==> src/sv/bgfs_div.sv <==
// Restoring divider, one quotient bit per cycle.
module bgfs_div #(
  parameter int unsigned NumW = 40,
  parameter int unsigned DenW = 40
) (
  input  logic            clk_i,
  input  logic            rst_ni,
  input  logic            start_i,
  input  logic [NumW-1:0] num_i,
  input  logic [DenW-1:0] den_i,
  output logic            done_o,
  output logic [NumW-1:0] quo_o,
  output logic [DenW-1:0] rem_o
);

  localparam int unsigned CntW = $clog2(NumW + 1);

  logic [NumW-1:0] quo_q, quo_d;
  logic [DenW:0]   rem_q, rem_d;
  logic [DenW-1:0] den_q, den_d;
  logic [CntW-1:0] cnt_q, cnt_d;
  logic            busy_q, busy_d;
  logic            done_q, done_d;
  logic [DenW:0]   trial;

  always_comb begin
    quo_d  = quo_q;
    rem_d  = rem_q;
    den_d  = den_q;
    cnt_d  = cnt_q;
    busy_d = busy_q;
    done_d = 1'b0;
    trial  = {rem_q[DenW-1:0], quo_q[NumW-1]};
    if (start_i) begin
      quo_d  = num_i;
      rem_d  = '0;
      den_d  = den_i;
      cnt_d  = CntW'(NumW);
      busy_d = 1'b1;
    end else if (busy_q) begin
      // shift in next dividend bit, subtract when it fits
      if (trial >= {1'b0, den_q}) begin
        rem_d = trial - {1'b0, den_q};
        quo_d = {quo_q[NumW-2:0], 1'b1};
      end else begin
        rem_d = trial;
        quo_d = {quo_q[NumW-2:0], 1'b0};
      end
      cnt_d = cnt_q - 1'b1;
      if (cnt_q == CntW'(1)) begin
        busy_d = 1'b0;
        done_d = 1'b1;
      end
    end
  end

  always_ff @(posedge clk_i or negedge rst_ni) begin
    if (!rst_ni) begin
      busy_q <= 1'b0;
      done_q <= 1'b0;
      cnt_q  <= '0;
    end else begin
      busy_q <= busy_d;
      done_q <= done_d;
      cnt_q  <= cnt_d;
    end
  end

  always_ff @(posedge clk_i) begin
    quo_q <= quo_d;
    rem_q <= rem_d;
    den_q <= den_d;
  end

  assign done_o = done_q;
  assign quo_o  = quo_q;
  assign rem_o  = rem_q[DenW-1:0];

endmodule

==> config.mk <==
export PLATFORM = sky130hd
export DESIGN_NAME = bgfs_div
export DESIGN_NICKNAME = d
export VERILOG_FILES = /design/src/sv/bgfs_div.sv
export SDC_FILE = /design/constraint.sdc
export NUM_CORES = 1
export LEC_CHECK = 0
export ABC_AREA = 1
export BUFFER_PORTS_ARGS = -buffer_cell sky130_fd_sc_hd__clkbuf_2
export CAP_MARGIN = 20
export CORE_MARGIN = 2
export CORE_UTILIZATION = 57
export DETAILED_ROUTE_END_ITERATION = 7
export GPL_ROUTABILITY_DRIVEN = 0
export PLACE_DENSITY = 0.82
export SYNTH_ARGS = -nofsm -noshare
export SYNTH_HDL_FRONTEND = slang
export SYNTH_SLANG_ARGS = --single-unit
==> constraint.sdc <==
create_clock -name clk_i -period 2.5 [get_ports clk_i]
set_input_delay 0.375 -clock clk_i [delete_from_list [all_inputs] [get_ports clk_i]]
set_output_delay 0.375 -clock clk_i [all_outputs]
set_load 0.01 [all_outputs]
=== After elaboration in Yosys (flattened, before gate mapping) ===
Cells that the tools add are included.

* $add $sub $neg: 2
* Multiply operators: 0
* Div/mod/pow operators: 0
* Magnitude comparators: 1
* Equality and inequality tests: 1
* Shift-type cells: 0
* Muxes and demuxes: 12
* Bitwise logic cells: 0
* Reductions and logical operators: 1

{| class="wikitable"
|+ Operator list
! cell !! number
|-
| 40-bit 2-to-1 mux || 3
|-
| 41-bit by 40-bit greater-or-equal comparator with 1-bit output || 1
|-
| 40-bit subtractor || 1
|-
| 6-bit 2-to-1 mux || 2
|-
| 1-bit 2-to-1 mux || 7
|-
| 6-bit by 1-bit == test with 1-bit output (second input constant) || 1
|-
| 6-bit by 1-bit subtractor with 6-bit output (second input constant) || 1
|-
| 2-bit nonzero test || 1
|}

* Register bits after elaboration: 128
* Bits in latches: 0
* Bits in writable memories: 0
* ROM bits: 0
* Bits of input ports: 83
* Output and inout port bits: 81
* Logic and storage cells: 23
* Memories kept: 0

=== Logic depth before layout (Yosys ltp) ===
Gate-level depths: netlist (run 1).

* Depth in word-level cells: 4
* Depth in mapped cells: 17
* Mapped depth without buffers: 17

=== Least setup slack after synthesis (run 1) ===
No wires, ideal clock.

* Path type: input to register
* Start: input start_i
* End: register quo_q[0], in the netlist quo_o[0] (enable)
* Library setup time: 0.421 ns
* Arrival time: 2.128 ns
* Required time: 2.079 ns
* Path slack: -0.048 ns
* Stages on the path: 4
* Buffers on the path: 2
* Path through: clkbuf_1 nor2_1 inv_1 clkbuf_1

* Cells in the longest elaborated chain, start to end: 1

{| class="wikitable"
|+ Ends and longest elaborated chain
! element !! line !! text
|-
| start: declaration || 8 || <nowiki>input logic start_i,</nowiki>
|-
| 2-bit nonzero test (no line) || -- ||
|-
| end signal: assignment || 70 || <nowiki>quo_q <= quo_d;</nowiki>
|-
| end: declaration || 18 || <nowiki>logic [NumW-1:0] quo_q, quo_d;</nowiki>
|}

No other way between the ends.
A chain may end at the register's enable or synchronous reset.

=== Worst setup path after layout (run 1) ===
* Start: register den_q[32]
* End: register rem_q[15]

* Cells in the longest elaborated chain, start to end: 2

{| class="wikitable"
|+ Ends and longest elaborated chain
! element !! line !! text
|-
| start: declaration || 20 || <nowiki>logic [DenW-1:0] den_q, den_d;</nowiki>
|-
| start signal: assignment || 72 || <nowiki>den_q <= den_d;</nowiki>
|-
| 41-bit by 40-bit greater-or-equal comparator with 1-bit output || 42 || <nowiki>if (trial >= {1'b0, den_q}) begin</nowiki>
|-
| 40-bit 2-to-1 mux || 42 ||
|-
| end signal: assignment || 71 || <nowiki>rem_q <= rem_d;</nowiki>
|-
| end: declaration || 19 || <nowiki>logic [DenW:0] rem_q, rem_d;</nowiki>
|}

No other way between the ends.

==> impl_results.md, run 1 <==
- Status: finished clean
- Syn Area/Cell: 6.86 sq um
- Worst setup EP type: flip-flop
- Share of layout cells above drive strength 1: 16.6%
- TritonCTS Buffers: 17
- Root Driver: clkbuf_16
- Area growth, synth to finish: 19.7%
- Fin Setup TNS: 0 ns
- Worst VDD drop: 576 uV
- WL met3: 2360 microns
- Worst skew pair latency: 0.43 ns
- Dpl hpwl: 17700 microns
- Met2 WL: 11000 microns
- First-pass GRT wire length: 38600 microns
- Post-synth EDFFs: 80
- Htree depth: 4
- Initial antenna violation count: 1
- Leak: 5.70 nW
- Worst Max-Slew Pin Slew: 0.645 ns
- Clock Path Buffers: 2
- First-pass detailed-route iteration total: 6
- Ys flop type: edfxtp_1
- Seq cells post-synth: 128
- WL/cell: 14.6 microns
- Core area: 14600 sq um
- # port buffers: 163
- Final Cycle Share: 93.9%
- Clk_skew: 0.0144 ns
- Initial Utilization: 58.6%
- Post-Route M1 WL: 9300 microns
- FMAX: 0.426 GHz
- Die W: 127 microns
- Synth Net Count: 1378
- Hold Crit Class: in -> reg
- Hold WS: 0.118 ns
- RSZ-0062 raised after global routing: false
- Gr usage total: 30.3%
- Worst Path Required: 2.80 ns
- Routed Antenna Nets: 0
- Via Count: 8599
- Hold Violations, Final: 0
- Clock-pin slew on the worst setup and hold paths: 0.06 ns
- Ports: 164
- Crit path launch type: flip-flop
- Remaining DRCs: 0
- Final nets: 1545
- TritonCTS clock tree: yes
- Initial DRC count: 725
- Die area: 16100 sq um
- Syn Std Cell Area: 8590 sq um
- Grt ovf: 0
- Via/cell ratio: 5.32
- Pwr Density: 1010 nW/um^2
- Setup violators final: 0
- Chip Height: 127 microns
- Critical Path AT: 2.64 ns
- Synth cell types: 37
- Pins Over Slew Limit: 0
- Row count: 44
- MaxCap Viol Count: 0
- Final min period: 2.35 ns
- Final WL: 23600 microns
- Max FO, Critical Path: 20
- Largest net degree at the start of global routing: 59
- Synthesized instance count: 1252
- Yosys warning count: 0
- Seq/Total Area, Yosys: 39.6%
- Max_slew headroom: 57.0%
- Sink Count: 128
- Vias in the first global route: 8147
- # fillers: 1227
- Critical path class: reg -> reg
- Ys async rst share: 6.25%
- DR top layer: met4
[worst max-delay path: stages, from the launching register on]
cell and delay, ns:
edfxtp_1 0.32, inv_1 0.04, ha_1 0.38, nand2_1 0.13
nor2_1 0.33, nand3_1 0.15, nand3b_1 0.20, nand2_2 0.10
nor2_4 0.06, nand2_4 0.11, buf_12 0.16, nand2_1 0.06
nand3_1 0.08, o21ai_1 0.08
[cells in the mapped netlist (3+ instances only)]
library cell	number	share of area, %
a21o_1	3	0.26
nand3b_1	22	1.9
clkinv_1	6	0.26
o21ai_0	14	0.82
nor3_1	8	0.47
edfxtp_1	80	28
dfxtp_1	40	9.3
inv_1	226	9.9
buf_2	5	0.29
clkbuf_1	15	0.66
buf_6	5	0.66
xnor2_1	18	1.8
a21oi_1	32	1.9
dfrtp_1	8	2.3
nand2_2	4	0.29
nand3_1	91	5.3
ha_1	42	6.1
nor2_2	9	0.66
xor2_1	3	0.31
nand4_1	3	0.22
nor2_1	68	3.0
nand2_1	508	22
buf_4	4	0.35
inv_2	3	0.13
o21ai_1	18	1.0
[cell families (layout without fill, tap and decap cells)]
| logic type | count (synthesis) | after routing | synth area share (%) |
|---|---|---|---|
| adder cells (fa/ha/maj) | 43 | 43 | 6.35 |
| other | 0 | 1 | 0 |
| flip-flops | 128 | 128 | 39.6 |
| XOR/XNOR | 21 | 21 | 2.14 |
| buffers and inverters | 264 | 444 | 12.2 |
| AND/OR/NAND/NOR | 723 | 723 | 35.1 |
| AO/OA/AOI/OAI | 73 | 73 | 4.55 |
[sequential cells by signal (all words and copies together) (netlist names)]
register / count
done_o: 1
rem_q: 40
quo_o: 40
den_q: 40
busy_q: 1
cnt_q: 6
[repair_timing]
action / CTS / global route
endpoints found under the hold margin: 8 / 0
setup endpoints to repair: 0 / 26
gates resized for setup: 0 / 7
hold buffers: 1 / 0
setup buffers: 0 / 0
[through the flow]
step                setup WS [ns]  instances  util, %  cell area, sq um  power [W]
floorplan                   0.407       1252        -              8590    0.00625
global placement            0.260       1583     65.7              9620    0.00746
detailed placement          0.200       1583     65.7              9620    0.00755
CTS                         0.195       1616     70.0             10300     0.0103
global route              0.00616       1617     70.2             10300     0.0111
finish                      0.153       1617     70.2             10300     0.0103
[area by class of cell]
cell class	instances	area [sq um]	area share (%)
Clock buffer	19	443	4.31
Antenna cell	1	2.50	0.0243
Tap cell	184	230	2.24
Multi-Input combinational cell	860	4150	40.3
Sequential cell	128	3400	33.1
Inverter	235	882	8.58
Timing Repair Buffer	177	987	9.60
Clock inverter	13	185	1.80
[metal layers]
layer / vias up / global-route usage [%]
met3: 86 / 7.51
met1: 3870 / 37.3
met4: 0 / 13.8
met5: - / 0
li1: 4205 / -
met2: 438 / 50.4
[cells in the final DEF, fill, tap and decap left out, drive strengths merged]
master,instances
a21boi,2
a21o,3
a21oi,33
a31oi,1
and2,2
buf,14
bufinv,4
clkbuf,181
clkinv,11
clkinvlp,2
dfrtp,8
dfxtp,40
diode,1
dlygate4sd3,1
edfxtp,80
fa,1
ha,42
inv,231
nand2,514
nand3,93
nand3b,22
nand4,3
nor2,79
nor3,8
nor4,2
o21ai,32
o21bai,1
o22ai,1
xnor2,18
xor2,3
[final timing paths]
check / from / to / slack (ns) / depth (start not counted)
setup / recovery: den_q[32] / rem_q[15] / 0.15 / 13
hold / removal: den_i[22] / den_q[22] / 0.12 / 1
setup reg to reg: den_q[32] / rem_q[15] / 0.15 / 13
hold reg to reg: rem_q[20] / rem_q[20] / 0.49 / 2
max in group asynchronous: rst_ni / cnt_q[0] / 1.97 / 2
min in group asynchronous: rst_ni / done_o / 0.33 / 2
[power by group]
group	switching (W)	internal, W	total, W
Combinational	0.00302	0.00175	0.00477
Clock	0.000968	0.00170	0.00266
Sequential	0.000292	0.00263	0.00292
Total	0.00428	0.00607	0.0103
No activity file was read; power rests on OpenSTA's default activity.
==> inputs of run 2 (changes only) <==
Settings changed: CORE_UTILIZATION 57 to 61, CTS_CLUSTER_SIZE set to 30, PLACE_DENSITY 0.82 to not set, PLACE_DENSITY_LB_ADDON set to 0.15.
Clock period 2.5 ns to 2.7 ns, I/O delays scaled along.
==> run 2 against run 1 <==
Combinational power down 11%; via count shrank 3.6%; sequential share of layout area rose by 0.60 points; die area fell by 6.4%; setup slack lost 0.0013 ns; sequential power decreased by 7.9%; largest power group unchanged; largest cell class unchanged; clock-buffer cell count is the same; worst hold slack better by 0.035 ns.
==> impl_results.md, run 2 (synthesis results as in run 1) <==
- Non-Filler Instances: 1610
- Final Cycle Share: 94.4%
- Worst-path cell chain: inv_1, ha_1, fa_1, nand3b_1, nand2_2, nand2_1, nand2_1, nand2_1, nand2_2, nand2_1, nand2_1, nand2_1, nand2_1, nand2_1, nand3_1, nand2_1
- Leak: 5.61 nW
- Root Driver: clkbuf_16
- Ports: 164
- Slowest cell delay on critical path: 0.44 ns
- Final nets: 1543
- Die W: 123 microns
- Share of layout cells above drive strength 1: 16.1%
- Sink Count: 128
- Diodes inserted: 0
- FF-to-FF Start: quo_o[39]
- MaxCap Viol Count: 0
- Status: finished clean
- Remaining DRCs: 0
- Worst Max-Slew Pin Slew: 0.469 ns
- Max_slew headroom: 68.7%
- Vias in the first global route: 8024
- Gr usage total: 31.6%
- Commonest non-fill, non-tap cell in the layout: nand2_1
- Hold Crit Class: in -> reg
- Initial antenna violation count: 0
- # fillers: 1153
- Chip Height: 123 microns
- Pwr Density: 889 nW/um^2
- Dpl hpwl: 17000 microns
- Register area: 3400 sq um
- FF-to-FF setup slack: 0.15 ns
- Via/cell ratio: 5.15
- Crit-path most repeated cell: nand2_1
- Busiest grt layer: met2
- Grt ovf: 0
- Routed Antenna Nets: 0
- Final WL: 22500 microns
- Critical Path AT: 2.86 ns
- Final Power: 0.00898 W
- WL/cell: 14.0 microns
- Die area: 15000 sq um
- Final min period: 2.55 ns
- RSZ-0062 raised after global routing: false
- Hold Violations, Final: 0
- Critical path class: reg -> reg
- Setup violators final: 0
- Max stage delay cell, worst path: fa_1
- Row count: 43
- Reg2Reg Depth: 16
- # port buffers: 163
- Initial DRC count: 683
- Clock-pin slew on the worst setup and hold paths: 0.06 ns
- Worst skew pair latency: 0.42 ns
- GR Layer Usage met1: 38.5%
- Htree depth: 4
- Max FO, Critical Path: 3
- Worst VDD drop: 515 uV
- Largest net degree at the start of global routing: 41
- First-pass GRT wire length: 36900 microns
- FMAX: 0.392 GHz
- Routing usage on met2: 53.4%
- Clk_skew: 0.00713 ns
- Clock Path Buffers: 2
- Setup crit start: quo_o[39]
- Initial Utilization: 62.1%
- Worst Path Required: 3.02 ns
- Commonest non-fill, non-tap cells in the layout: nand2_1, inv_1, clkbuf_2, nand3_1, edfxtp_1
- Critical Path End: rem_q[32]
- Pins Over Slew Limit: 0
- Fin Setup TNS: 0 ns
- Via Count: 8289
- Core area: 13800 sq um
- Footprint of the multi-input gates: 4140 sq um
- Worst R2R End: rem_q[32]
- Crit path launch type: flip-flop
- Worst setup EP type: flip-flop
- GRT met3 Usage: 7.81%
- TritonCTS Buffers: 17
- TritonCTS clock tree: yes
- First-pass detailed-route iteration total: 6
- Area growth, synth to finish: 17.6%
- Dpl cells: 1577
run 2: cell types whose count changed in the layout (fill, tap and decap cells not counted), moves of 2 or more:
cell,change
bufinv_16,-4
clkinvlp_4,+2
buf_12,-3
clkinv_1,+2
buf_6,-3
buf_4,+4
run 2: through the flow:
stage / hold WS [ns] / cell area (sq um) / worst slack, ns / util, %
finish: 0.152 / 10100 / 0.151 / 73.0
global placement: 0.262 / 9560 / 0.217 / 69.1
detailed placement: 0.266 / 9560 / 0.181 / 69.1
floorplan: 0.109 / 8590 / 0.122 / -
CTS: 0.147 / 10100 / 0.124 / 73.0
global route: 0.142 / 10100 / 0.00962 / 73.0
run 2: report_power, final:
| part | internal [W] | switching [W] |
|---|---|---|
| Combinational | 0.00153 | 0.00271 |
| Clock | 0.00117 | 0.000876 |
| Sequential | 0.00243 | 0.000257 |
run 2: per-layer routing:
layer  up-vias  share of wire [%]  routed length, microns
met1      3666                 41                    9280
li1       4195                  -                       -
met4         0                2.6                     590
met2       374                 47                   10500
met3        54                9.5                    2140
met5         -                  0                       0
run 2: worst min-delay path by stage:
stage	from	slack (ns)	end	cells after the start
floorplan	rst_ni	0.11	busy_q	0
detailed placement	rst_ni	0.27	cnt_q[4]	1
CTS	den_i[7]	0.15	den_q[7]	1
global route	den_i[0]	0.14	den_q[0]	1
global placement	rst_ni	0.26	done_o	1
finish	den_i[0]	0.15	den_q[0]	1
run 2: final cells by class:
type | count | share of cell area [%]
repair buffers | 175 | 9.14
flip-flops and latches | 128 | 33.7
well taps | 180 | 2.23
inverters | 235 | 8.74
clock buffers | 19 | 4.29
multi-input cells | 860 | 41.0
clock inverters | 13 | 0.904
run 2: worst max-delay path: cells and delay by family, from the launching register on:
kind          cells  cell delay [ns]
buf+inv           1             0.07
fa+ha+maj         2             0.67
flops             1             0.35
simple gates     13             1.36
run 2: repair_timing:
action | in CTS | in global routing
endpoints found under the hold margin | 8 | 0
hold buffers | 1 | 0
endpoints found under the setup margin | 0 | 1
resized for setup | 0 | 2
setup buffers | 0 | 0
