--- config.mk ---
export PLATFORM = sky130hd
export DESIGN_NAME = bgfs_regs
export DESIGN_NICKNAME = d
export VERILOG_FILES = /design/src/sv/bgfs_pkg.sv /design/src/sv/bgfs_regs.sv
export SDC_FILE = /design/constraint.sdc
export NUM_CORES = 1
export LEC_CHECK = 0
export ABC_AREA = 0
export BUFFER_PORTS_ARGS = -buffer_cell sky130_fd_sc_hd__buf_2
export CORE_MARGIN = 2
export CORE_UTILIZATION = 44
export CTS_BUF_LIST = sky130_fd_sc_hd__clkbuf_8 sky130_fd_sc_hd__clkbuf_16
export CTS_CLUSTER_DIAMETER = 30
export DETAILED_ROUTE_END_ITERATION = 16
export PLACE_DENSITY = 0.76
export SYNTH_ARGS = -nofsm -noshare
export SYNTH_HDL_FRONTEND = slang
export SYNTH_SLANG_ARGS = --single-unit
--- constraint.sdc ---
create_clock -name clk_i -period 1 [get_ports clk_i]
set_input_delay 0 -clock clk_i [delete_from_list [all_inputs] [get_ports clk_i]]
set_output_delay 0 -clock clk_i [all_outputs]
set_load 0.02 [all_outputs]
--- src/sv/bgfs_pkg.sv ---
package bgfs_pkg;

  localparam int unsigned PeriodW = 20;
  localparam int unsigned EnergyW = 16;
  localparam int unsigned CostW   = 56;
  localparam int unsigned StepW   = 8;

  // register byte offsets
  localparam logic [3:0] RegCenter    = 4'h0;
  localparam logic [3:0] RegTolerance = 4'h4;
  localparam logic [3:0] RegPerSteps  = 4'h8;
  localparam logic [3:0] RegPhsSteps  = 4'hC;

  localparam logic [PeriodW-1:0] CenterRst = 20'd11008;
  localparam logic [StepW-1:0]   TolRst    = 8'd26;
  localparam logic [StepW-1:0]   StepsRst  = 8'd32;

  typedef struct packed {
    logic [PeriodW-1:0] center_period;
    logic [StepW-1:0]   tolerance;
    logic [StepW-1:0]   period_steps;
    logic [StepW-1:0]   phase_steps;
  } cfg_t;

  typedef struct packed {
    logic [PeriodW-1:0] best_period;
    logic [PeriodW-1:0] best_phase;
    logic [CostW-1:0]   best_cost;
    logic               found;
  } res_t;

  typedef struct packed {
    logic [EnergyW-1:0] onset_energy;
    logic               last;
  } smp_t;

endpackage

--- src/sv/bgfs_regs.sv ---
// APB register file for the search settings.
module bgfs_regs (
  input  logic        clk_i,
  input  logic        rst_ni,
  input  logic        psel,
  input  logic        penable,
  input  logic        pwrite,
  input  logic [3:0]  paddr,
  input  logic [31:0] pwdata,
  output logic [31:0] prdata,
  output logic        pready,
  output bgfs_pkg::cfg_t cfg_o
);

  bgfs_pkg::cfg_t cfg_q;
  logic           wr;

  assign pready = 1'b1;
  assign wr     = psel & penable & pwrite;

  always_ff @(posedge clk_i or negedge rst_ni) begin
    if (!rst_ni) begin
      cfg_q.center_period <= bgfs_pkg::CenterRst;
      cfg_q.tolerance     <= bgfs_pkg::TolRst;
      cfg_q.period_steps  <= bgfs_pkg::StepsRst;
      cfg_q.phase_steps   <= bgfs_pkg::StepsRst;
    end else if (wr) begin
      case (paddr)
        bgfs_pkg::RegCenter:    cfg_q.center_period <= pwdata[19:0];
        bgfs_pkg::RegTolerance: cfg_q.tolerance     <= pwdata[7:0];
        bgfs_pkg::RegPerSteps:  cfg_q.period_steps  <= pwdata[7:0];
        bgfs_pkg::RegPhsSteps:  cfg_q.phase_steps   <= pwdata[7:0];
        default: ;
      endcase
    end
  end

  // read mux
  always_comb begin
    case (paddr)
      bgfs_pkg::RegCenter:    prdata = {12'd0, cfg_q.center_period};
      bgfs_pkg::RegTolerance: prdata = {24'd0, cfg_q.tolerance};
      bgfs_pkg::RegPerSteps:  prdata = {24'd0, cfg_q.period_steps};
      bgfs_pkg::RegPhsSteps:  prdata = {24'd0, cfg_q.phase_steps};
      default:                prdata = '0;
    endcase
  end

  assign cfg_o = cfg_q;

endmodule

### After elaboration in Yosys (flattened, before gate mapping)

Cells that the tools add are included.

| word-level totals | value |
|---|---|
| bits in registers | 44 |
| output and inout port bits | 77 |
| word-level logic and storage cells | 15 |

| operators by class | value |
|---|---|
| eq/ne operators | 3 |
| multiplexer cells | 1 |
| bitwise gates (word level) | 2 |
| reductions and logical operators | 5 |

Operator list:

| kind | count |
|---|---|
| $pmux 20 s4 | 1 |
| $eq 4x4->1 const B | 2 |
| $reduce_and 2->1 | 4 |
| $eq 4x3->1 const B | 1 |
| $logic_not 4->1 | 1 |
| $and 1x1->1 | 2 |

### Logic depth before layout (Yosys ltp)

Gate-level depths: netlist of run 1.

| logic depth | value |
|---|---|
| word-level depth | 3 |
| gate-level depth with buffers | 5 |

### Least setup slack after synthesis of run 1

No wires, ideal clock.

| timing path | value |
|---|---|
| path kind | input port to flip-flop |
| start point | in paddr[1] |
| end point | reg cfg_q, in the netlist cfg_o[0] |
| library setup time | 0.125 ns |
| arrival time | 1.306 ns |
| required time | 0.875 ns |
| slack | -0.431 ns |
| stages on the path | 5 |
| path buffers | 2 |
| cells stage by stage | or3b_1 -> buf_6 -> or3_1 -> buf_6 -> mux2_4 |

| on the way | value |
|---|---|
| longest elaborated chain between the ends | 2 |

RTL lines:

| item | line | RTL |
|---|---|---|
| start: declaration | bgfs_regs.sv:8 | `input logic [3:0] paddr,` |
| $eq 4x4->1 | bgfs_regs.sv:28 | `case (paddr)` |
| $reduce_and 2->1 (no line) | -- |  |
| end: declaration | bgfs_regs.sv:15 | `bgfs_pkg::cfg_t cfg_q;` |

No other way between the ends.
A chain may end at the register's enable or synchronous reset.

### Worst setup path in the final report of run 1

| timing path | value |
|---|---|
| start point | reg cfg_q, in the netlist cfg_o[7] |
| end point | out prdata[7] |

| on the way | value |
|---|---|
| longest elaborated chain between the ends | 1 |

RTL lines:

| item | line | RTL |
|---|---|---|
| $pmux 20 s4 | bgfs_regs.sv:40 | `case (paddr)` |
| end: declaration | bgfs_regs.sv:10 | `output logic [31:0] prdata,` |

No other way between the ends.

==> results of run 1 <==
area by class of cell:
| type | count | area (um2) |
|---|---|---|
| repair buffers | 157 | 1380 |
| inverters | 1 | 3.75 |
| flip-flops and latches | 44 | 1110 |
| clock buffers | 5 | 68.8 |
| fillers | 256 | 943 |
| multi-input cells | 101 | 1080 |
| well taps | 54 | 67.6 |
| clock inverters | 3 | 38.8 |
routing by layer:
| layer | vias to the layer above | share of wire | GRT usage |
|---|---|---|---|
| li1 | 835 | - | - |
| met1 | 926 | 0.41 | 0.319 |
| met2 | 93 | 0.49 | 0.405 |
| met3 | 10 | 0.078 | 0.0823 |
| met4 | 0 | 0.012 | 0.0667 |
| met5 | - | 0 | 0 |
logic make-up (layout without fill, tap and decap cells):
| kind of cell | count (synthesis) | in the layout |
|---|---|---|
| and+or+nand+nor | 28 | 28 |
| muxes | 52 | 52 |
| buffers and inverters | 22 | 166 |
| DFF | 44 | 44 |
| AOI/OAI and AO/OA | 8 | 8 |
| other | 2 | 13 |
critical path, cell delays in order, from the launching register on:
cell and delay (ns):
dfrtp_1 0.40, mux2i_1 0.14, nor2_1 0.07, a221o_1 0.28
buf_6 0.14
layout by cell type (no fill, tap or decap), drive strengths merged, types with 8 or more instances in the layout:
master / n
dfrtp: 35
buf: 136
mux2i: 8
mux2: 44
dlygate4sd3: 21
and2: 12
nor2: 8
dfstp: 9
a221o: 8
conb: 13
stage by stage:
stage / worst slack [ns] / hold slack, ns / power, uW / instance area (um2)
2_1_floorplan: -0.431 / -0.296 / 3060 / 2320
3_3_place_gp: -0.483 / -0.00187 / 3580 / 2940
3_5_place_dp: -0.505 / 0.000414 / 3610 / 2940
4_1_cts: -0.322 / 0.219 / 5180 / 3650
5_1_grt: -0.400 / 0.230 / 5530 / 3750
6_report: -0.332 / 0.209 / 5310 / 3750
what timing repair did:
item / 4_1_cts / 5_1_grt
buffers inserted: 11 / 8
endpoints found under the hold margin: 86 / 0
pin swaps: 9 / 6
resized for setup: 88 / 38
setup endpoints to repair: 76 / 81
hold buffers: 21 / 0
cloned: 3 / 1
final timing paths:
kind | from | endpoint | slack, ns
min in group clk_i | paddr[1] | cfg_o[0]$_DFFE_PN0P_ | 0.32
max in group asynchronous | rst_ni | cfg_o[17]$_DFFE_PN1P_ | 0.50
max reg2reg | cfg_o[2]$_DFFE_PN0P_ | cfg_o[2]$_DFFE_PN0P_ | -0.02
max | cfg_o[7]$_DFFE_PN0P_ | prdata[7] | -0.33
min | rst_ni | cfg_o[38]$_DFFE_PN0P_ | 0.21
min reg2reg | cfg_o[23]$_DFFE_PN0P_ | cfg_o[23]$_DFFE_PN0P_ | 0.54
power groups by stage:
stage / Combinational [uW] / Sequential [uW] / Clock [uW]
3_3_place_gp: 1340 / 2240 / 0
3_5_place_dp: 1360 / 2240 / 0
2_1_floorplan: 520 / 2540 / 0
4_1_cts: 1600 / 2220 / 1360
5_1_grt: 1830 / 2280 / 1430
6_report: 1740 / 2250 / 1320
==> results.md, run 1 <==
- Fin cells: 365
- Unique cell type count in the Yosys netlist: 21
- Top-count cell post-synth: mux2_2
- Sequential area share after synthesis: 0.522
- TritonCTS clock tree: done
- CTS clk-pin slew, worst paths: 0.09 ns
- Async set or reset register ratio after synthesis: 1.00
- Post-synthesis adder-cell area fraction: 0
- Worst setup EP type: primary output
- Maximum net fanout on the critical path: 2
- Yosys warns: 0
- Sequential power share: 0.423
- DR WL/cell: 19.1 um
- Sw Ratio: 0.299
- Synth Area in XOR/XNOR: 0
- Required @ worst endpoint: 1.00 ns
- RSZ-0062 raised after global routing: yes
- Iteration-0 DRC Markers: 64
- Detailed placement HPWL: 3800 um
- Worst Skew: 0 ns
- Period utilization: 1.33
- Die H: 73.6 um
- Worst Path Arrival: 1.33 ns
- Synth Instances: 156
- I/O pins: 118
- Final estimated routing congestion in global placement: 0.755
- Rows: 25
- #FFs+latches synth: 44
- Post-DRT Antenna Nets: 0
- Vias in the first global route: 1862
- PnR worst setup slack: -0.332 ns
- Global-route usage over all layers: 0.249
- Final hold violations: 0
- Clk_lat worst skew: 0.30 ns
- Top_reg_cell synth: dfrtp_1
- Max Root-Sink Buffers: 2
- Synth Area in Compound Gates: 0.0376
- Failing checks: negative setup slack
- # DRC: 0
- Switch Pwr: 1590 uW
- Fmax: 0.751 GHz
- Share of layout cells above drive strength 1: 0.691
- Final core occ: 0.799
- PwrDens: 1420 nW/um2
- Most frequent cells after synthesis: 36 x mux2_2, 35 x dfrtp_1, 13 x buf_4, 12 x and2_1, 9 x dfstp_2
- Worst Reg2Reg Path Length in Cells: 3
- Post-synth EDFFs: 0
- GR Overflow Total: 0
- Static Leakage: 0.00195 uW
- WL final: 6980 um
- Clk pwr share: 0.249
- # diodes: 0
- Mapped Area: 2130 um2
- Drt first pass iters: 4
- Fin. max-slew vios: 0
- Simple logic cell fraction of the synthesized area: 0.0816
- Syn avg cell area: 13.7 um2
- Startpoint Class: flop
- Max_cap viols: 0
- Peak supply drop: 1.04 mV
- Port bufs: 92
- Combinational share of power: 0.327
- Internal Power: 3720 uW
- Setup TNS: -9.97 ns
- Largest net degree at the start of global routing: 45
- TritonCTS buffer count: 5
- Initial Util: 0.454
- Max reg flops: 44
- Core area: 4690 um2
- Via/cell ratio: 5.11
- # nets final: 351
- Largest area contributor in the netlist: dfrtp_1
- Status: finished, violations left
- First-pass GRT wire length: 9830 um
- Tmin final: 1.33 ns
- Hold WC Path Type: input port to asynchronous set/reset pin
- Dpl cells: 320
- DR vias: 1864
- H-tree levels: 2
- Synth top area share: 0.411
- Multiplexer share of the synthesized area: 0.284
- Initial antenna violation count: 0
- Die area: 5420 um2
- CTS sink count: 44
- WS Path Type: flop to primary output
- Root Buffer: clkbuf_8
- Dominant cells by area after synthesis: dfrtp_1 41%, mux2_2 19%, dfstp_2 11%
- Largest family of logic cells by synthesized area: multiplexers
- # setup viols final: 68
- Area growth syn-to-layout: 75.9%
- Chip Width: 73.6 um
Power figures use the tool's default switching activity.
==> run 2: changes to the inputs <==
Settings changed: BUFFER_PORTS_ARGS -buffer_cell sky130_fd_sc_hd__buf_2 to -buffer_cell sky130_fd_sc_hd__buf_4, CORE_UTILIZATION 44 to 32, PLACE_DENSITY 0.76 to 0.58.
==> run 2 against run 1 <==
Effect of this change: the flow still finishes with violations (negative setup slack); routed wire length is 1.5% lower; worst hold slack got worse by 0.045 ns; maximum frequency grew 0.58%; core utilization shrank 17 points.
==> results.md, run 2 (synthesized netlist as in run 1, its figures left out) <==
- Die H: 85.6 um (was 73.6 um)
- Family with the most delay on the worst path: flip-flops (unchanged)
- H-tree levels: 2 (unchanged)
- Core area: 6390 um2 (was 4690 um2)
- Chip Width: 85.6 um (was 73.6 um)
- CP Cell Sequence: mux2i_1 -> nor2_1 -> a221o_1 -> buf_6 (unchanged)
- Most frequent cells in the layout: 78 x buf_4, 51 x buf_6, 44 x mux2_4, 35 x dfrtp_1, 21 x dlygate4sd3_1 (was 57 x buf_6, 52 x buf_2, 36 x mux2_4, 35 x dfrtp_1, 22 x buf_4)
- Share of layout cells above drive strength 1: 0.692 (was 0.691)
- Setup TNS: -9.05 ns (was -9.97 ns)
- # setup viols final: 66 (was 68)
- PwrDens: 1320 nW/um2 (was 1420 nW/um2)
- Peak supply drop: 0.733 mV (was 1.04 mV)
- Rows: 29 (was 25)
- DR WL/cell: 17.5 um (was 19.1 um)
- WS Path Type: flop to primary output (unchanged)
- Slowest CP cell: dfrtp_1 (unchanged)
- Final estimated routing congestion in global placement: 0.765 (was 0.755)
- Vias in the first global route: 1981 (was 1862)
- Storage element area: 1110 um2 (unchanged)
- FF-to-FF Start: cfg_o[13]$_DFFE_PN1P_ (was cfg_o[2]$_DFFE_PN0P_)
- Die area: 7330 um2 (was 5420 um2)
- Final hold violations: 0 (unchanged)
- Required @ worst endpoint: 1.00 ns (about the same)
- I/O pins: 118 (unchanged)
- GR Overflow Total: 0 (unchanged)
- TritonCTS buffer count: 5 (unchanged)
- Worst path buffer plus inverter count: 1 (unchanged)
- Initial Util: 0.334 (was 0.454)
- Worst Skew: 0 ns (unchanged)
- CTS clk-pin slew, worst paths: 0.08 ns (was 0.09 ns)
- TritonCTS clock tree: done (unchanged)
- Startpoint Class: flop (unchanged)
- WL final: 6880 um (was 6980 um)
- Fmax: 0.755 GHz (was 0.751 GHz)
- Maximum net fanout on the critical path: 2 (unchanged)
- Max Root-Sink Buffers: 2 (unchanged)
- Detailed placement HPWL: 4360 um (was 3800 um)
- Worst setup EP type: primary output (unchanged)
- Failing checks: negative setup slack (unchanged)
- # nets final: 355 (was 351)
- Max reg flops: 44 (unchanged)
- # DRC: 0 (unchanged)
- PnR worst setup slack: -0.325 ns (was -0.332 ns)
- Status: finished, violations left (unchanged)
- # diodes: 0 (unchanged)
- Static Leakage: 0.00202 uW (was 0.00195 uW)
- Tmin final: 1.32 ns (was 1.33 ns)
- Critical path launch point: cfg_o[4]$_DFFE_PN0P_ (was cfg_o[7]$_DFFE_PN0P_)
- Pre-CTS WS: -0.514 ns (was -0.505 ns)
- First-pass GRT wire length: 10500 um (was 9830 um)
- Post-DRT Antenna Nets: 0 (unchanged)
- Drt first pass iters: 4 (unchanged)
- Fill cell count: 489 (was 256)
- DR vias: 1834 (was 1864)
- Area growth syn-to-layout: 87.7% (was 75.9%)
- RSZ-0062 raised after global routing: yes (unchanged)
- Via/cell ratio: 4.68 (was 5.11)
- Max_cap viols: 0 (unchanged)
- Port bufs: 92 (unchanged)
- Clk_lat worst skew: 0.29 ns (was 0.30 ns)
- Area of the multi-input gates: 1120 um2 (was 1080 um2)
- Largest net degree at the start of global routing: 27 (was 45)
- Initial antenna violation count: 0 (unchanged)
- Dpl cells: 351 (was 320)
- Worst Path Arrival: 1.32 ns (was 1.33 ns)
- Total power: 5260 uW (was 5310 uW)
- Fin cells: 392 (was 365)
- CP peak stage delay: 0.40 ns (about the same)
- Global-route usage over all layers: 0.188 (was 0.249)
- Fin. max-slew vios: 0 (unchanged)
- CTS sink count: 44 (unchanged)
- Period utilization: 1.32 (was 1.33)
- Hold WC Path Type: input port to asynchronous set/reset pin (unchanged)
- Root Buffer: clkbuf_8 (unchanged)
- Commonest non-fill, non-tap cell in the layout: buf_4 (was buf_6)
- Iteration-0 DRC Markers: 27 (was 64)
run 2: cell types whose count changed in the layout (fill, tap and decap cells not counted), sizes merged:
cell / previous run / this run
clkbuf: 5 / 7
bufinv: 1 / 0
inv: 2 / 3
buf: 136 / 139
clkinv: 1 / 0
run 2: final cells by class:
class,instances,area share
clock inverter,2,0.00188
multi-input combinational,101,0.279
clock buffer,6,0.0207
sequential,44,0.278
tap,77,0.0241
timing repair buffer,161,0.395
inverter,1,0.000939
run 2: per-stage QoR:
| step | hold WS, ns | area (um2) | utilization |
|---|---|---|---|
| 6_report | 0.164 | 4000 | 0.626 |
| 5_1_grt | 0.182 | 4000 | 0.626 |
| 4_1_cts | 0.181 | 3860 | 0.604 |
| 3_5_place_dp | -0.0608 | 3240 | 0.507 |
| 3_3_place_gp | -0.0644 | 3240 | 0.507 |
| 2_1_floorplan | -0.296 | 2320 | - |
run 2: layer usage:
| layer | GRT usage | routed length [um] | part of all wire |
|---|---|---|---|
| met2 | 0.310 | 3300 | 0.48 |
| met1 | 0.255 | 3090 | 0.45 |
| met4 | 0.0332 | 38 | 0.0055 |
| met5 | 0 | 0 | 0 |
| met3 | 0.0443 | 445 | 0.065 |
run 2: final timing paths:
| kind | end | depth (start not counted) | slack, ns |
|---|---|---|---|
| max in group asynchronous | cfg_o[32]$_DFFE_PN1P_ | 3 | 0.36 |
| max | prdata[4] | 4 | -0.32 |
| min in group clk_i | cfg_o[5]$_DFFE_PN1P_ | 5 | 0.34 |
| max reg2reg | cfg_o[13]$_DFFE_PN1P_ | 3 | 0.07 |
| min reg2reg | cfg_o[38]$_DFFE_PN0P_ | 1 | 0.55 |
| min | cfg_o[30]$_DFFE_PN0P_ | 2 | 0.16 |
run 2: repair_timing:
item                                    in CTS  in global routing
buffers inserted                             7                  6
endpoints found under the setup margin      67                 80
hold buffers                                21                  0
cloned                                       3                  1
hold endpoints to repair                    82                  0
gates resized for setup                     66                 30
pin swaps                                    5                  9
run 2: worst reg2reg max path: cells and delay by family, from the launching register on:
family                 cells  cell delay [ns]
flip-flops                 1             0.38
buffers and inverters      2             0.23
multiplexers               1             0.26
run 2: power by group:
part	leakage (uW)	total [uW]	internal (uW)	switching, uW
clock	0.0000538	1150	544	603
combinational	0.00140	1870	1070	797
sequential	0.000559	2240	2050	192
==> run 3: changes to the inputs <==
Settings changed: SKIP_LAST_GASP set to 1.
Clock period 1 ns to 1.6 ns, I/O delays scaled along.
==> run 3 against run 2 <==
Effect of this change: the flow now finishes without violations; critical path depth unchanged; first-iteration DRC count up 74%; power down 45%; clock-buffer cell count down 1; non-clock buffer count down 34; global-route usage down 3.1 points; via count down 9.4%; sequential share of layout area up 6.8 points; design area down 20%; critical endpoint is now prdata[0]; largest cell class is now flip-flops and latches.
==> results.md, run 3 (synthesized netlist as in run 1, its figures left out) <==
- Worst Path Arrival: 1.36 ns (was 1.32 ns)
- Hold WC Path Type: input port to asynchronous set/reset pin (unchanged)
- Resized cells post-CTS: 0 (was 66)
- Rows: 29 (unchanged)
- Wire length on met3: 322 um (was 445 um)
- DR top layer: met4 (unchanged)
- Max reg flops: 44 (unchanged)
- Family with the most delay on the worst path: flip-flops (unchanged)
- Fin cells: 358 (was 392)
- Tmin final: 1.36 ns
- Die H: 85.6 um (unchanged)
- Required @ worst endpoint: 1.60 ns (was 1.00 ns)
- CP peak stage delay: 0.41 ns (was 0.40 ns)
- Final estimated routing congestion in global placement: 0.665 (was 0.765)
- Total power: 2900 uW (was 5260 uW)
- Drt first pass iters: 4 (unchanged)
- RSZ-0062 raised after global routing: no (was yes)
- Share of layout cells above drive strength 1: 0.594 (was 0.692)
- CTS sink count: 44 (unchanged)
- Root Buffer: clkbuf_8 (unchanged)
- Rel. slew slack: 0.607
- Dpl cells: 329 (was 351)
- Fmax: 0.738 GHz
- Max Root-Sink Buffers: 2 (unchanged)
- Area growth syn-to-layout: 50.8% (was 87.7%)
- Period utilization: 0.847
- Static Leakage: 0.00167 uW (was 0.00202 uW)
- Post-DRT Antenna Nets: 0 (unchanged)
- Vias in the first global route: 1644 (was 1981)
- Final hold violations: 0 (unchanged)
- Startpoint Class: flop (unchanged)
- # DRC: 0 (unchanged)
- Worst path buffer plus inverter count: 1 (unchanged)
- Die area: 7330 um2 (unchanged)
- # diodes: 0 (unchanged)
- M1 wire length: 2510 um (was 3090 um)
- PwrDens: 903 nW/um2 (was 1320 nW/um2)
- TritonCTS buffer count: 5 (unchanged)
- Max_cap viols: 0 (unchanged)
- Via/cell ratio: 4.64 (was 4.68)
- Initial Util: 0.334 (unchanged)
- Fill cell count: 588 (was 489)
- Port bufs: 92 (unchanged)
- Chip Width: 85.6 um (unchanged)
- Fin. max-slew vios: 0 (unchanged)
- WS Path Type: flop to primary output (unchanged)
- I/O pins: 118 (unchanged)
- # setup viols final: 0 (was 66)
- Most frequent cells in the layout: 106 x buf_4, 36 x mux2_2, 35 x dfrtp_1, 21 x dlygate4sd3_1, 13 x conb_1 (was 78 x buf_4, 51 x buf_6, 44 x mux2_4, 35 x dfrtp_1, 21 x dlygate4sd3_1)
- Peak supply drop: 0.422 mV (was 0.733 mV)
- Global-route usage over all layers: 0.157 (was 0.188)
- Post-CTS Setup Inserts: 0 (was 7)
- TritonCTS clock tree: done (unchanged)
- Wire length on met2: 2820 um (was 3300 um)
- Least-Margin Pin Slew: 0.589 ns
- DR vias: 1661 (was 1834)
- Hold Buf Count CTS: 21 (unchanged)
- Initial antenna violation count: 0 (unchanged)
- Detailed placement HPWL: 4020 um (was 4360 um)
- # nets final: 321 (was 355)
- GR Overflow Total: 0 (unchanged)
- DR WL/cell: 16.1 um (was 17.5 um)
- Setup TNS: 0 ns (was -9.05 ns)
- CP Cell Sequence: mux2i_1 -> nor2_1 -> a221o_1 -> buf_4 (was mux2i_1 -> nor2_1 -> a221o_1 -> buf_6)
- Iteration-0 DRC Markers: 47 (was 27)
- Slowest CP cell: dfrtp_1 (unchanged)
- H-tree levels: 2 (unchanged)
- Clk_lat worst skew: 0.29 ns (about the same)
- First-pass GRT wire length: 8840 um (was 10500 um)
- Largest net degree at the start of global routing: 45 (was 27)
- CTS clk-pin slew, worst paths: 0.08 ns (about the same)
- Core area: 6390 um2 (unchanged)
- Worst Skew: 0 ns (unchanged)
- Status: finished clean (was finished, violations left)
- WL final: 5750 um (was 6880 um)
- R2r setup slk: 0.80 ns (was 0.07 ns)
- Worst setup EP type: primary output (unchanged)
- Commonest non-fill, non-tap cell in the layout: buf_4 (unchanged)
- Maximum net fanout on the critical path: 3 (was 2)
run 3: changes by cell type in the layout (fill, tap and decap cells not counted), sizes merged:
cell	change
clkbuf	-2
buf	-33
inv	+1
run 3: cell type report:
type	instances	area (um2)	area share
Inverter	1	3.75	0.00117
Timing Repair Buffer	127	1010	0.313
Sequential cell	44	1110	0.346
Clock buffer	5	68.8	0.0214
Tap cell	77	96.3	0.0300
Clock inverter	3	11.3	0.00350
Multi-Input combinational cell	101	915	0.285
run 3: worst paths after layout:
kind	from	depth (start not counted)	endpoint
max	cfg_o[0]$_DFFE_PN0P_	4	prdata[0]
max in group asynchronous	rst_ni	2	cfg_o[11]$_DFFE_PN0P_
max reg2reg	cfg_o[30]$_DFFE_PN0P_	1	cfg_o[30]$_DFFE_PN0P_
min	rst_ni	2	cfg_o[36]$_DFFE_PN0P_
min reg2reg	cfg_o[34]$_DFFE_PN0P_	1	cfg_o[34]$_DFFE_PN0P_
min in group clk_i	penable	4	cfg_o[20]$_DFFE_PN1P_
run 3: layer usage:
metal  global-route usage  vias to the layer above
li1                     -                      776
met1                0.205                      820
met2                0.259                       57
met3               0.0404                        8
met4               0.0447                        0
met5                    0                        -
run 3: per-stage QoR:
| step | hold slack [ns] | utilization | setup slack [ns] | instance area [um2] |
|---|---|---|---|---|
| floorplan | -0.296 | - | 0.169 | 2170 |
| global placement | 0.0434 | 0.458 | 0.0376 | 2920 |
| detailed placement | 0.0459 | 0.458 | 0.0204 | 2920 |
| CTS | 0.266 | 0.503 | 0.248 | 3210 |
| global route | 0.310 | 0.503 | 0.136 | 3210 |
| finish | 0.251 | 0.503 | 0.245 | 3210 |
run 3: where the power goes:
group          internal, uW  switching [uW]
clock network           292             360
logic                   432             419
registers              1280             118
